## src/hw/rtl/ppu_pkg.sv

```systemverilog
// ppu_pkg: widths, word types and control structs for the partial
// permutation unrank block. No dependencies.

package ppu_pkg;

   localparam int RANK_W         = 45;
   localparam int COUNT_W        = 5;
   localparam int POOL_W         = 5;
   localparam int INDEX_W        = 4;
   localparam int STEP_CNT_W     = $clog2(RANK_W + 1);
   localparam int PICK_LIMIT     = 16;
   localparam int MAX_POOL_DEFAULT = 16;

   localparam logic [POOL_W-1:0] POOL_RESET = POOL_W'(16);

   // CSR register indexes (byte address = 4 * index)
   localparam logic CSR_POOL_SIZE = 1'b0;

   typedef struct packed {
      logic [COUNT_W-1:0] pick_count;
      logic [RANK_W-1:0]  rank;
   } req_type;

   typedef struct packed {
      logic [INDEX_W-1:0] chosen_index;
      logic               last;
      logic               invalid;
   } rsp_type;

   // divider control from the sequencer
   typedef struct packed {
      logic start;   // begin one division of the held rank
      logic reload;  // with start: take a fresh dividend first
   } div_ctl_type;

   // index list control from the sequencer
   typedef struct packed {
      logic reload;  // restore identity order
      logic pick;    // remove the entry at pos
   } list_ctl_type;

endpackage

```

## src/hw/rtl/ppu_divider.sv

```systemverilog
// ppu_divider: bit-serial restoring divider, one quotient bit per cycle.
// Holds the remaining rank between divisions. Depends on ppu_pkg.

module ppu_divider (
   input  logic                        clock,
   input  logic                        reset,
   input  ppu_pkg::div_ctl_type        ctl,
   input  logic [ppu_pkg::RANK_W-1:0]  dividend,
   input  logic [ppu_pkg::POOL_W-1:0]  divisor,
   output logic                        done,
   output logic [ppu_pkg::POOL_W-1:0]  remainder
);

   logic                              busy_ff, busy_in;
   logic [ppu_pkg::STEP_CNT_W-1:0]    count_ff, count_in;
   logic [ppu_pkg::RANK_W-1:0]        quot_ff, quot_in;
   logic [ppu_pkg::POOL_W-1:0]        rem_ff, rem_in;
   logic [ppu_pkg::POOL_W:0]          trial;
   logic [ppu_pkg::POOL_W:0]          diff;
   logic                              fits;

   assign trial = {rem_ff, quot_ff[ppu_pkg::RANK_W-1]};
   assign fits  = (trial >= {1'b0, divisor});
   assign diff  = trial - {1'b0, divisor};
   assign done  = busy_ff && (count_ff == '0);
   assign remainder = rem_ff;

   always_comb begin
      busy_in  = busy_ff;
      count_in = count_ff;
      quot_in  = quot_ff;
      rem_in   = rem_ff;
      if (ctl.start) begin
         busy_in  = 1'b1;
         count_in = ppu_pkg::STEP_CNT_W'(ppu_pkg::RANK_W);
         rem_in   = '0;
         if (ctl.reload) begin
            quot_in = dividend;
         end
      end else if (busy_ff) begin
         if (count_ff == '0) begin
            busy_in = 1'b0;
         end else begin
            count_in = count_ff - 1'b1;
            quot_in  = {quot_ff[ppu_pkg::RANK_W-2:0], fits};
            rem_in   = fits ? diff[ppu_pkg::POOL_W-1:0] : trial[ppu_pkg::POOL_W-1:0];
         end
      end
   end

   always_ff @(posedge clock) begin
      if (reset) begin
         busy_ff  <= 1'b0;
         count_ff <= '0;
         quot_ff  <= '0;
      end else begin
         busy_ff  <= busy_in;
         count_ff <= count_in;
         quot_ff  <= quot_in;
      end
      rem_ff <= rem_in;
   end

endmodule

```

## src/hw/rtl/ppu_index_list.sv

```systemverilog
// ppu_index_list: ordered list of unused pool indices; read at one position
// and close the gap behind it. Depends on ppu_pkg.

module ppu_index_list #(
   parameter int MAX_POOL = ppu_pkg::MAX_POOL_DEFAULT
) (
   input  logic                         clock,
   input  ppu_pkg::list_ctl_type        ctl,
   input  logic [ppu_pkg::POOL_W-1:0]   pos,
   output logic [ppu_pkg::INDEX_W-1:0]  picked
);

   localparam int IDX_W = $clog2(MAX_POOL);

   logic [IDX_W-1:0]                    list_ff [MAX_POOL];
   logic [IDX_W-1:0]                    sel;
   logic [IDX_W+ppu_pkg::INDEX_W-1:0]   picked_wide;
   logic [MAX_POOL-1:0]                 shift_en;

   // position is always below the live count; out-of-range falls back to 0
   assign sel = ({1'b0, pos} >= (ppu_pkg::POOL_W + 1)'(MAX_POOL)) ? '0 : pos[IDX_W-1:0];
   assign picked_wide = {{ppu_pkg::INDEX_W{1'b0}}, list_ff[sel]};
   assign picked = picked_wide[ppu_pkg::INDEX_W-1:0];

   always_comb begin
      for (int k = 0; k < MAX_POOL; k++) begin
         shift_en[k] = (k < MAX_POOL - 1) && (IDX_W'(k) >= sel);
      end
   end

   always_ff @(posedge clock) begin
      if (ctl.reload) begin
         for (int k = 0; k < MAX_POOL; k++) begin
            list_ff[k] <= IDX_W'(k);
         end
      end else if (ctl.pick) begin
         for (int k = 0; k < MAX_POOL - 1; k++) begin
            if (shift_en[k]) begin
               list_ff[k] <= list_ff[k+1];
            end
         end
      end
   end

endmodule

```

## src/hw/rtl/ppu_csr.sv

```systemverilog
// ppu_csr: APB-style register file holding pool_size.
// Depends on ppu_pkg.

module ppu_csr (
   input  logic                        clock,
   input  logic                        reset,
   input  logic                        csr_psel,
   input  logic                        csr_penable,
   input  logic                        csr_pwrite,
   input  logic [2:0]                  csr_paddr,
   input  logic [31:0]                 csr_pwdata,
   output logic [31:0]                 csr_prdata,
   output logic                        csr_pready,
   output logic [ppu_pkg::POOL_W-1:0]  pool_size
);

   logic [ppu_pkg::POOL_W-1:0] pool_size_ff, pool_size_in;
   logic                       hit;

   assign hit        = (csr_paddr[2] == ppu_pkg::CSR_POOL_SIZE);
   assign csr_pready = 1'b1;
   assign pool_size  = pool_size_ff;
   assign csr_prdata = hit ? {{(32 - ppu_pkg::POOL_W){1'b0}}, pool_size_ff} : 32'd0;

   always_comb begin
      pool_size_in = pool_size_ff;
      if (csr_psel && csr_penable && csr_pwrite && hit) begin
         pool_size_in = csr_pwdata[ppu_pkg::POOL_W-1:0];
      end
   end

   always_ff @(posedge clock) begin
      if (reset) begin
         pool_size_ff <= ppu_pkg::POOL_RESET;
      end else begin
         pool_size_ff <= pool_size_in;
      end
   end

endmodule

```

## src/hw/rtl/partial_permutation_unrank.sv

```systemverilog
// partial_permutation_unrank: top level; sequencer, output word register.
// Depends on ppu_pkg, ppu_csr, ppu_divider, ppu_index_list.
//
//  channel  direction  handshake            word
//  req      in         req_valid/req_ready  ppu_pkg::req_type {pick_count, rank}
//  rsp      out        rsp_valid/rsp_ready  ppu_pkg::rsp_type {chosen_index, last, invalid}
//  csr      in         APB, pready tied 1   pool_size at byte address 0
//
//  Sequence: each pick runs 45 divider steps, then the divider's done, then
//  an emit that also starts the next division; an item opens with its accept.
//  The pace is set by the bit-serial divider, one quotient bit a cycle.
//  An invalid request goes from accept straight to emit for its single word.
//  Reset: synchronous, active high; pool_size returns to 16.
//  Stalls: a held rsp word blocks the next emit only; the next req word is
//  taken while the final rsp word of the previous item still waits.

module partial_permutation_unrank #(
   parameter int MAX_POOL = ppu_pkg::MAX_POOL_DEFAULT
) (
   input  logic              clock,
   input  logic              reset,
   input  logic              req_valid,
   output logic              req_ready,
   input  ppu_pkg::req_type  req_data,
   output logic              rsp_valid,
   input  logic              rsp_ready,
   output ppu_pkg::rsp_type  rsp_data,
   input  logic              csr_psel,
   input  logic              csr_penable,
   input  logic              csr_pwrite,
   input  logic [2:0]        csr_paddr,
   input  logic [31:0]       csr_pwdata,
   output logic [31:0]       csr_prdata,
   output logic              csr_pready
);

   typedef enum logic [2:0] {
      ST_IDLE   = 3'b001,
      ST_DIVIDE = 3'b010,
      ST_EMIT   = 3'b100
   } state_type;

   state_type                          state_ff, state_in;
   logic [ppu_pkg::POOL_W-1:0]         pool_size;
   logic [ppu_pkg::POOL_W-1:0]         pool_eff;
   logic [ppu_pkg::POOL_W-1:0]         avail_ff, avail_in;
   logic [ppu_pkg::COUNT_W-1:0]        picks_left_ff, picks_left_in;
   logic                               invalid_ff, invalid_in;
   logic [ppu_pkg::INDEX_W-1:0]        picked_ff, picked_in;
   logic                               rsp_valid_ff, rsp_valid_in;
   ppu_pkg::rsp_type                   rsp_data_ff, rsp_data_in;
   ppu_pkg::div_ctl_type               div_ctl;
   ppu_pkg::list_ctl_type              list_ctl;
   logic                               div_done;
   logic [ppu_pkg::POOL_W-1:0]         div_rem;
   logic [ppu_pkg::INDEX_W-1:0]        list_picked;
   logic                               req_fire;
   logic                               slot_free;
   logic                               bad_count;
   logic                               emit_last;

   ppu_csr u_csr (
      .clock       (clock),
      .reset       (reset),
      .csr_psel    (csr_psel),
      .csr_penable (csr_penable),
      .csr_pwrite  (csr_pwrite),
      .csr_paddr   (csr_paddr),
      .csr_pwdata  (csr_pwdata),
      .csr_prdata  (csr_prdata),
      .csr_pready  (csr_pready),
      .pool_size   (pool_size)
   );

   // remaining rank lives in the divider's quotient register
   ppu_divider u_div (
      .clock     (clock),
      .reset     (reset),
      .ctl       (div_ctl),
      .dividend  (req_data.rank),
      .divisor   (avail_ff),
      .done      (div_done),
      .remainder (div_rem)
   );

   ppu_index_list #(
      .MAX_POOL (MAX_POOL)
   ) u_list (
      .clock  (clock),
      .ctl    (list_ctl),
      .pos    (div_rem),
      .picked (list_picked)
   );

   // pool saturates at MAX_POOL
   assign pool_eff = ({1'b0, pool_size} > (ppu_pkg::POOL_W + 1)'(MAX_POOL))
                     ? ppu_pkg::POOL_W'(MAX_POOL) : pool_size;

   assign bad_count = (req_data.pick_count == '0)
                   || (req_data.pick_count > pool_eff)
                   || (req_data.pick_count > ppu_pkg::COUNT_W'(ppu_pkg::PICK_LIMIT));

   assign req_ready = (state_ff == ST_IDLE);
   assign req_fire  = req_valid && req_ready;
   assign slot_free = !rsp_valid_ff || rsp_ready;
   assign emit_last = invalid_ff || (picks_left_ff == '0);

   assign rsp_valid = rsp_valid_ff;
   assign rsp_data  = rsp_data_ff;

   always_comb begin
      state_in      = state_ff;
      avail_in      = avail_ff;
      picks_left_in = picks_left_ff;
      invalid_in    = invalid_ff;
      picked_in     = picked_ff;
      rsp_valid_in  = rsp_valid_ff && !rsp_ready;
      rsp_data_in   = rsp_data_ff;
      div_ctl       = '0;
      list_ctl      = '0;
      case (state_ff)
         ST_IDLE: begin
            if (req_fire) begin
               invalid_in = bad_count;
               if (bad_count) begin
                  state_in = ST_EMIT;
               end else begin
                  picks_left_in   = req_data.pick_count;
                  avail_in        = pool_eff;
                  list_ctl.reload = 1'b1;
                  div_ctl.start   = 1'b1;
                  div_ctl.reload  = 1'b1;
                  state_in        = ST_DIVIDE;
               end
            end
         end
         ST_DIVIDE: begin
            if (div_done) begin
               // read and remove in the same edge; list reads old contents
               picked_in     = list_picked;
               list_ctl.pick = 1'b1;
               avail_in      = avail_ff - 1'b1;
               picks_left_in = picks_left_ff - 1'b1;
               state_in      = ST_EMIT;
            end
         end
         ST_EMIT: begin
            if (slot_free) begin
               rsp_valid_in             = 1'b1;
               rsp_data_in.chosen_index = invalid_ff ? '0 : picked_ff;
               rsp_data_in.last         = emit_last;
               rsp_data_in.invalid      = invalid_ff;
               if (emit_last) begin
                  state_in = ST_IDLE;
               end else begin
                  div_ctl.start = 1'b1;
                  state_in      = ST_DIVIDE;
               end
            end
         end
         default: begin
            state_in = ST_IDLE;
         end
      endcase
   end

   always_ff @(posedge clock) begin
      if (reset) begin
         state_ff      <= ST_IDLE;
         avail_ff      <= '0;
         picks_left_ff <= '0;
         invalid_ff    <= 1'b0;
         rsp_valid_ff  <= 1'b0;
      end else begin
         state_ff      <= state_in;
         avail_ff      <= avail_in;
         picks_left_ff <= picks_left_in;
         invalid_ff    <= invalid_in;
         rsp_valid_ff  <= rsp_valid_in;
      end
      picked_ff   <= picked_in;
      rsp_data_ff <= rsp_data_in;
   end

   // pool never runs dry before the picks are done
   a_avail_covers_picks: assert property (@(posedge clock) disable iff (reset)
      (state_ff != ST_IDLE && !invalid_ff) |-> (avail_ff >= picks_left_ff))
      else $error("avail below picks left");

   // a rejected request gives a single terminal word with index 0
   a_invalid_word: assert property (@(posedge clock) disable iff (reset)
      (rsp_valid_ff && rsp_data_ff.invalid) |->
      (rsp_data_ff.last && rsp_data_ff.chosen_index == '0))
      else $error("malformed invalid word");

   // divider only finishes while the sequencer waits on it
   a_done_in_divide: assert property (@(posedge clock) disable iff (reset)
      div_done |-> (state_ff == ST_DIVIDE))
      else $error("divider done outside divide state");

   // an emit with the slot free always produces a word next cycle
   a_emit_loads: assert property (@(posedge clock) disable iff (reset)
      (state_ff == ST_EMIT && slot_free) |=> rsp_valid_ff)
      else $error("emit lost a word");

endmodule
```

## config.mk

```make
export PLATFORM = sky130hd
export DESIGN_NAME = partial_permutation_unrank
export DESIGN_NICKNAME = d
export VERILOG_FILES = /design/src/hw/rtl/ppu_pkg.sv /design/src/hw/rtl/ppu_divider.sv /design/src/hw/rtl/ppu_index_list.sv /design/src/hw/rtl/ppu_csr.sv /design/src/hw/rtl/partial_permutation_unrank.sv
export SDC_FILE = /design/constraint.sdc
export NUM_CORES = 1
export LEC_CHECK = 0
export ABC_AREA = 1
export BUFFER_PORTS_ARGS = -buffer_cell sky130_fd_sc_hd__buf_2
export CORE_UTILIZATION = 51
export DETAILED_ROUTE_END_ITERATION = 8
export GPL_TIMING_DRIVEN = 1
export PLACE_DENSITY_LB_ADDON = 0.1
export SKIP_CTS_REPAIR_TIMING = 1
export SLEW_MARGIN = 30
export SYNTH_ARGS = -nofsm -noshare
export SYNTH_HDL_FRONTEND = slang
export SYNTH_HIERARCHICAL = 1
export SYNTH_SLANG_ARGS = --single-unit
```

## constraint.sdc

```tcl
create_clock -name clock -period 2.95 [get_ports clock]
set_clock_uncertainty 0.15 [all_clocks]
set_input_delay 0.59 -clock clock [delete_from_list [all_inputs] [get_ports clock]]
set_output_delay 0.59 -clock clock [all_outputs]
set_load 0.005 [all_outputs]
```

==> results of run 1 <==
-- layer usage --
layer	global-route usage (%)	vias to the layer above
met3	5.76	13
li1	-	3392
met1	28.5	2838
met4	5.95	0
met2	33.9	137
met5	0	-
-- placed cells by master (no fill, tap or decap), types with 4 or more instances in the layout --
cell type	instances
nor2_1	176
nand3_1	63
nand4_1	6
nor2_2	4
edfxtp_1	59
or2_2	4
inv_1	121
dfxtp_1	77
nand2_1	288
inv_2	9
o21ai_1	40
nand3b_1	6
a21oi_1	18
or2_1	8
nand2_2	8
clkinv_2	4
xnor2_1	4
buf_4	19
nor2_4	8
buf_2	75
ha_1	14
nand2_4	4
o21ai_0	33
clkbuf_16	18
conb_1	28
clkbuf_1	4
-- sequential cells by signal, indices dropped and copies added, names as in the netlist --
register / flops
u_div/count_ff: 6
invalid_ff: 1
state_ff: 3
picks_left_ff: 5
avail_ff: 5
u_div/remainder: 5
u_div/quot_ff: 45
rsp_data: 6
rsp_valid: 1
u_list/list_ff: 49
u_csr/pool_size: 5
u_div/busy_ff: 1
picked_ff: 4
-- worst max path at each step --
stage | from | end | cells after the start
global route | u_csr/pool_size[0] | u_div/quot_ff[35] | 15
floorplan | u_div/count_ff[0] | u_list/list_ff[6][0] | 13
detailed placement | u_csr/pool_size[0] | u_div/quot_ff[44] | 13
CTS | u_div/count_ff[0] | u_list/list_ff[2][0] | 12
global placement | u_div/count_ff[0] | u_list/list_ff[2][2] | 12
finish | u_div/count_ff[0] | u_list/list_ff[9][0] | 15
-- worst register-to-register path, cell delays in order, from the launching register on --
cell and delay, ns:
dfxtp_1 0.31, inv_1 0.14, ha_1 0.23, nand2_2 0.08
nor2_4 0.12, nand2_2 0.12, nor2_1 0.16, inv_1 0.09
nor2_2 0.16, buf_4 0.19, nand2_1 0.09, nor2_1 0.13
nor2_1 0.10, nor2_2 0.11, inv_1 0.07, or2_1 0.22
-- area by class of cell --
class / count / area (sq um)
Clock buffer: 25 / 500
Clock inverter: 7 / 65.1
Fill cell: 1414 / 5880
Inverter: 133 / 504
Multi-Input combinational cell: 742 / 3490
Sequential cell: 136 / 3310
Tap cell: 184 / 230
Timing Repair Buffer: 99 / 604
-- logic make-up after synthesis --
group | after synthesis | share of synthesized area (%)
and+or+nand+nor | 588 | 33.1
xor gates and xnor gates | 6 | 0.686
adders and majority gates | 15 | 2.55
other | 2 | 0.0981
AOI/OAI and AO/OA | 105 | 7.52
buffers and inverters | 201 | 12.8
DFF | 136 | 43.3
-- report_power, final --
part           internal [mW]  switching, mW  total (mW)  leakage (nW)
Combinational          0.823           1.40        2.22          2.79
Clock                   1.26          0.773        2.03         0.284
Sequential              2.23          0.188        2.42          1.13
Total                   4.32           2.36        6.67          4.20
-- through the flow --
step           utilization (%)  setup WS (ns)  cells  total power [mW]
2_1_floorplan                -         0.0746   1079              4.25
3_3_place_gp              55.5          0.128   1293              4.63
3_5_place_dp              55.5         0.0923   1293              4.66
4_1_cts                   59.4         0.0473   1325              6.70
5_1_grt                   59.7        0.00414   1326              7.19
6_report                  59.7          0.228   1326              6.67
==> impl_results.md, run 1 <==
* Outcome: finished, final reports clean
* DR vias at 6380
* Post-synth ARST share at 0%
* Period utilization at 92.3%
* Critical Path Sink Type: flip-flop
* TritonCTS clock tree: yes
* Max layer used: met4
* Most common cell in the synthesized netlist: nand2_1
* Largest net degree at the start of global routing at 47
* Leak pwr at 4.20 nW
* Register area share after synthesis at 43.3%
* Top_reg_cell synth: dfxtp_1
* Clock transition at path regs at 0.05 ns
* Smallest hold slack at 0.239 ns
* Share of post-route cells with drive strength above 1 at 15.8%
* Reg-to-reg setup timing slack at 0.23 ns
* Max VDD drop at 0.000454 V
* Total power per unit cell area at 767 nW/um^2
* Setup TNS at 0 ns
* Vias in the first global route at 5874
* Post-route ant nets at 0
* Die W at 125 um
* HP Class: in -> reg
* DP HPWL at 11100 um
* Synthesized instance count at 1053
* FP Rows at 44
* Crit path kind: reg -> reg
* ANT cells at 0
* Unrepaired setup endpoints after global routing: false
* DRT met1 WL at 7620 um
* Synthesized area at 7660 sq um
* H-Tree Depth at 4
* Yosys top cell area share at 23.1%
* Hold_sp: csr_pwdata[4]
* Antenna violations before repair at 0
* Ordered list of cells on the worst path: inv_1, ha_1, nand2_2, nor2_4, nand2_2, nor2_1, inv_1, nor2_2, buf_4, nand2_1, nor2_1, nor2_1, nor2_2, inv_1, or2_1
* Crit-path max FO at 7
* Crit start category: flip-flop
* WHS Endpoint: u_csr/pool_size[4]
* Max incr delay on CP at 0.31 ns
* First-pass GRT wire length at 27100 um
* Final hold vios at 0
* Area contributors post-synth: edfxtp_1 (23%), dfxtp_1 (20%), nand2_1 (14%), nor2_1 (8.7%), inv_1 (6.0%)
* GRT Total Usage at 21.3%
* Buf/Inv on CP at 4
* Met2 wire len at 7080 um
* Pre-antenna DRT Iters at 5
* Initial DRC count at 384
* EDFF count, synth at 59
* Synth top cells by count: nand2_1 (289), nor2_1 (177), inv_1 (123), dfxtp_1 (77), nand3_1 (64)
* # port buffers at 75
* Clk Latency, worst-skew pair at 0.42 ns
* Io pins at 133
* Max-slew violations at 0
* Gpl congestion at 0.851
* Initial Utilization at 52.5%
* Reg2Reg Depth at 15
* Drt wl/cell at 11.8 um
* Yosys warnings at 6
* CP top delay family: simple AND/OR/NAND/NOR gates
* CTS Root Cell: clkbuf_16
* Area delta synth->final at 13.7%
* Setup violators final at 0
* Post-layout nets at 1236
* Hold Crit Depth at 3
* Core Area at 14600 sq um
* WL met3 at 759 um
* Synth Register Bits at 136
* Clock Path Buffers at 2
* RR Endpoint: u_list/list_ff[9][0]
* Clk sink count at 136
* Design Area, Final at 8710 sq um
* Post-DP Area at 8100 sq um
* GRT overflow at 0
* Mean Syn Cell Area at 7.27 sq um
* Maxcap violations at 0
* CP max stage cell: dfxtp_1
* Critical path required time at 2.96 ns
* Synth area leader: edfxtp_1
* Crit path time final at 2.72 ns
* Relative slew slack at 61.5%
* Critical Path AT at 2.74 ns
* Count of unique library cells instantiated by Yosys at 46
* Fmax at 0.367 GHz
* Die ar. at 15500 sq um
* Die H at 125 um
* Worst slew pin tran at 0.576 ns
* DRC Markers at 0
* Num CTS Buffers at 17
* Vias per cell at 4.81
* R2R Path Start: u_div/count_ff[0]
* Routed WL at 15600 um
Note: power is estimated with default switching activity, not from simulation.
==> inputs of run 2 (changes only) <==
RECOVER_POWER = 50   (was not set)
==> impl_results.md, run 2 (synthesized netlist as in run 1, its figures left out) <==
* HP Class: in -> reg
* DR vias at 6394
* Outcome: finished, final reports clean
* Multi-input logic area at 3450 sq um
* Largest reg by FF count: u_list/list_ff
* Crit path kind: reg -> reg
* Max VDD drop at 0.000453 V
* Crit-path max FO at 7
* Most frequent cells in the layout: nand2_1 (291), nor2_1 (179), inv_1 (122), dfxtp_1 (77), buf_2 (68)
* Period utilization at 92.2%
* DP HPWL at 11100 um
* GRT overflow at 0
* CTS Root Cell: clkbuf_16
* Io pins at 133
* ANT cells at 0
* Initial DRC count at 413
* TritonCTS clock tree: yes
* Post-layout nets at 1236
* Clk Latency, worst-skew pair at 0.42 ns
* Relative slew slack at 61.2%
* Fill count at 1432
* Crit path time final at 2.72 ns
* Unrepaired setup endpoints after global routing: false
* Fmax at 0.368 GHz
* Final hold vios at 0
* Placed cells at 1293
* Area delta synth->final at 12.9%
* Drt wl/cell at 11.8 um
* Vias in the first global route at 5874
* First-pass GRT wire length at 27100 um
* FP Rows at 44
* Num CTS Buffers at 17
* Largest regs: u_list/list_ff: 49 flops, u_div/quot_ff: 45 flops
* Total power per unit cell area at 769 nW/um^2
* Worst slew pin tran at 0.579 ns
* H-Tree Depth at 4
* Crit start category: flip-flop
* Clock Path Buffers at 2
* Largest net degree at the start of global routing at 47
* Maxcap violations at 0
* Die ar. at 15500 sq um
* Critical Path AT at 2.73 ns
* Leak pwr at 4.15 nW
* Clock transition at path regs at 0.05 ns
* Setup TNS at 0 ns
* Vias per cell at 4.82
* Critical Path Sink Type: flip-flop
* Critical path required time at 2.96 ns
* Total power at 6.65 mW
* GRT Total Usage at 21.3%
* Post-route ant nets at 0
* Initial Utilization at 52.5%
* Die H at 125 um
* Gpl congestion at 0.851
* Non-Filler Instances at 1326
* Max-slew violations at 0
* Routed WL at 15600 um
* Most common cell after layout, fill and taps aside: nand2_1
* Pre-antenna DRT Iters at 5
* Reg area at 3310 sq um
* Share of post-route cells with drive strength above 1 at 14.2%
* DRC Markers at 0
* Clk sink count at 136
* Core Area at 14600 sq um
* Die W at 125 um
* # port buffers at 75
* Max reg flops at 49
* Setup violators final at 0
* Antenna violations before repair at 0
run 2: cell types whose count changed in the layout (fill, tap and decap cells not counted), sizes merged:
cell,delta
buf,-13
clkbuf,+13
clkinv,+1
inv,-1
run 2: path summary, 6_finish.rpt:
path	from	end	slack (ns)	depth (start not counted)
min	csr_pwdata[4]	u_csr/pool_size[4]	0.24	3
min reg2reg	u_div/quot_ff[43]	u_div/quot_ff[43]	0.30	2
max reg2reg	u_div/count_ff[0]	u_list/list_ff[9][0]	0.23	15
max	u_div/count_ff[0]	u_list/list_ff[9][0]	0.23	15
run 2: power breakdown:
part	total, mW	switching [mW]	internal (mW)	leakage (nW)
clock network	2.03	0.773	1.26	0.284
registers	2.42	0.188	2.23	1.13
logic	2.20	1.39	0.811	2.74
run 2: critical path, cell delays in order (launching register included):
cell,delay [ns]
dfxtp_1,0.31
inv_1,0.14
ha_1,0.23
nand2_2,0.08
nor2_4,0.12
nand2_2,0.12
nor2_1,0.16
inv_1,0.09
nor2_2,0.16
buf_4,0.19
nand2_1,0.10
nor2_1,0.12
nor2_1,0.09
nor2_2,0.11
inv_1,0.07
or2_1,0.22
run 2: through the flow:
| step | utilization [%] | instance area, sq um | hold WS, ns | worst slack [ns] |
|---|---|---|---|---|
| finish | 59.3 | 8650 | 0.242 | 0.231 |
| global route | 59.3 | 8650 | 0.244 | 0.00482 |
| CTS | 59.4 | 8660 | 0.230 | 0.0473 |
| detailed placement | 55.5 | 8100 | 0.293 | 0.0923 |
| global placement | 55.5 | 8100 | 0.285 | 0.128 |
| floorplan | - | 7750 | 0.274 | 0.0746 |
run 2: layout make-up:
cell class,count,area share [%]
multi-input cells,742,40.0
flip-flops and latches,136,38.3
repair buffers,99,6.70
inverters,133,5.83
clock buffers,25,5.79
well taps,184,2.66
clock inverters,7,0.752
run 2: metal layers:
metal / track usage (%) / up-vias / wire (um)
met5: 0 / - / 0
met4: 5.95 / 0 / 149
met3: 5.76 / 12 / 840
met2: 33.9 / 148 / 7110
met1: 28.5 / 2842 / 7530
li1: - / 3392 / -
==> inputs of run 3 (changes only) <==
SKIP_LAST_GASP = 1   (was not set)
SYNTH_HIERARCHICAL = not set   (was 1)
==> impl_results.md, run 3 <==
* First-pass GRT wire length at 25900 um
* Post-synth ARST share at 0%
* Most common cell in the synthesized netlist: nand2_1
* Maxcap violations at 0
* Clk Latency, worst-skew pair at 0.43 ns
* Largest reg by FF count: u_list.list_ff
* R2R Path Start: u_div.remainder[0]
* Max reg flops at 49
* CTS Root Cell: clkbuf_16
* Mean Syn Cell Area at 7.23 sq um
* Top_reg_cell synth: dfxtp_1
* Synth area leader: edfxtp_1
* Register area share after synthesis at 44.3%
* Largest regs: u_list.list_ff: 49 flops, u_div.quot_ff: 45 flops
* Post-synthesis mux area share at 0%
* Synth Register Bits at 136
* Antenna violations before repair at 0
* Largest net degree at the start of global routing at 91
* Vias in the first global route at 5601
* Most common cell after layout, fill and taps aside: nand2_1
* Worst slew pin tran at 0.738 ns
* Critical Path AT at 2.66 ns
* Setup violators final at 0
* Synth top cells by count: nand2_1 (281), nor2_1 (168), inv_1 (151), dfxtp_1 (77), nand3_1 (63)
* Non-Filler Instances at 1293
* CP startpoint: u_div.remainder[0]
* Final hold vios at 0
* Max-slew violations at 0
* Critical path required time at 2.95 ns
* FP Rows at 43
* Yosys top cell area share at 23.7%
* Num CTS Buffers at 17
* Die ar. at 15200 sq um
* Setup TNS at 0 ns
* Outcome: finished, final reports clean
* Count of unique library cells instantiated by Yosys at 43
* Die W at 123 um
* WL met3 at 956 um
* Max VDD drop at 0.000448 V
* Xor and xnor area share after synthesis at 0.819%
* Clk sink count at 136
* Crit start category: flip-flop
* Adder-Cell Fraction of Synth Area at 2.44%
* # port buffers at 75
* Pre-antenna DRT Iters at 5
* Max layer used: met4
* GRT Total Usage at 21.7%
* Initial Utilization at 53.1%
* Die H at 123 um
* Crit path time final at 2.66 ns
* Simple-gate share of the synthesized area at 29.8%
* Critical Path Sink Type: flip-flop
* Core Area at 14100 sq um
* EDFF count, synth at 59
* GRT overflow at 0
* Synthesized instance count at 1035
* Fmax at 0.375 GHz
* Post-route ant nets at 0
* Io pins at 133
* Leak pwr at 4.24 nW
* Drt wl/cell at 11.9 um
* Area contributors post-synth: edfxtp_1 (24%), dfxtp_1 (21%), nand2_1 (14%), nor2_1 (8.4%), inv_1 (7.6%)
* Share of post-route cells with drive strength above 1 at 11.9%
* Synthesized area at 7480 sq um
* Final WS setup at 0.286 ns
* DP HPWL at 10400 um
* Hold_sp: csr_pwdata[4]
* Met2 wire len at 6940 um
* Crit path kind: reg -> reg
* HP Class: in -> reg
* Area delta synth->final at 12.4%
* Gpl congestion at 0.829
* Most frequent cells in the layout: nand2_1 (283), nor2_1 (170), inv_1 (152), dfxtp_1 (77)
* ANT cells at 0
* Total power per unit cell area at 802 nW/um^2
* Yosys warnings at 0
* Unrepaired setup endpoints after global routing: false
* Placed cells at 1261
* Crit-path max FO at 16
* Relative slew slack at 50.2%
* Clock transition at path regs at 0.06 ns
* Largest family of logic cells by synthesized area: simple AND/OR/NAND/NOR gates
* Vias per cell at 4.84
* Post-synthesis compound-gate area fraction at 8.29%
* DRC Markers at 0
* Clock Path Buffers at 2
* TritonCTS clock tree: yes
* H-Tree Depth at 4
* Setup WS pre-CTS at 0.250 ns
* Initial DRC count at 393
* Post-layout nets at 1206
* Period utilization at 90.3%
* Routed WL at 15300 um
* DRT met1 WL at 7290 um
* DR vias at 6258
-- run 3: worst max-delay path, cell delays in order (launching register included) --
cell and delay (ns):
dfxtp_1 0.43, inv_2 0.09, nor2_2 0.47, inv_2 0.24
nor2_2 0.29, inv_1 0.25, o21ai_0 0.27, nand2_1 0.18
-- run 3: cell type report --
type | instances | area, sq um
sequential | 136 | 3310
timing repair buffer | 87 | 487
tap | 180 | 225
clock buffer | 18 | 429
multi-input combinational | 699 | 3180
inverter | 159 | 597
fill | 1363 | 5680
clock inverter | 14 | 183
-- run 3: worst paths after layout --
check	endpoint	slack, ns	depth (start not counted)
hold reg to reg	picks_left_ff[4]	0.33	2
setup / recovery	u_list.list_ff[6][1]	0.29	7
hold / removal	u_csr.pool_size[4]	0.23	3
setup reg to reg	u_list.list_ff[6][1]	0.29	7
-- run 3: cells by family after synthesis --
family,Yosys count
and+or+nand+nor,542
other,2
buffers and inverters,226
adders and majority gates,14
AOI/OAI and AO/OA,108
xor gates and xnor gates,7
DFF,136
-- run 3: routing by layer --
metal,vias to the layer above,GRT usage [%]
met5,-,0
met3,13,5.86
met1,2756,29.4
li1,3318,-
met4,0,6.10
met2,171,34.1
-- run 3: per-stage QoR --
step | hold slack [ns] | power (mW) | cell area (sq um) | util (%)
finish | 0.227 | 6.75 | 8410 | 59.7
global route | 0.263 | 7.22 | 8410 | 59.7
CTS | 0.220 | 6.81 | 8450 | 60.0
detailed placement | 0.310 | 4.57 | 7840 | 55.6
global placement | 0.305 | 4.55 | 7840 | 55.6
floorplan | 0.292 | 4.16 | 7580 | -
-- run 3: report_power, final --
| group | switching (mW) | leakage [nW] | internal (mW) |
|---|---|---|---|
| clock network | 0.809 | 0.287 | 1.40 |
| registers | 0.164 | 1.13 | 2.26 |
| logic | 1.35 | 2.82 | 0.757 |
| total | 2.32 | 4.24 | 4.42 |
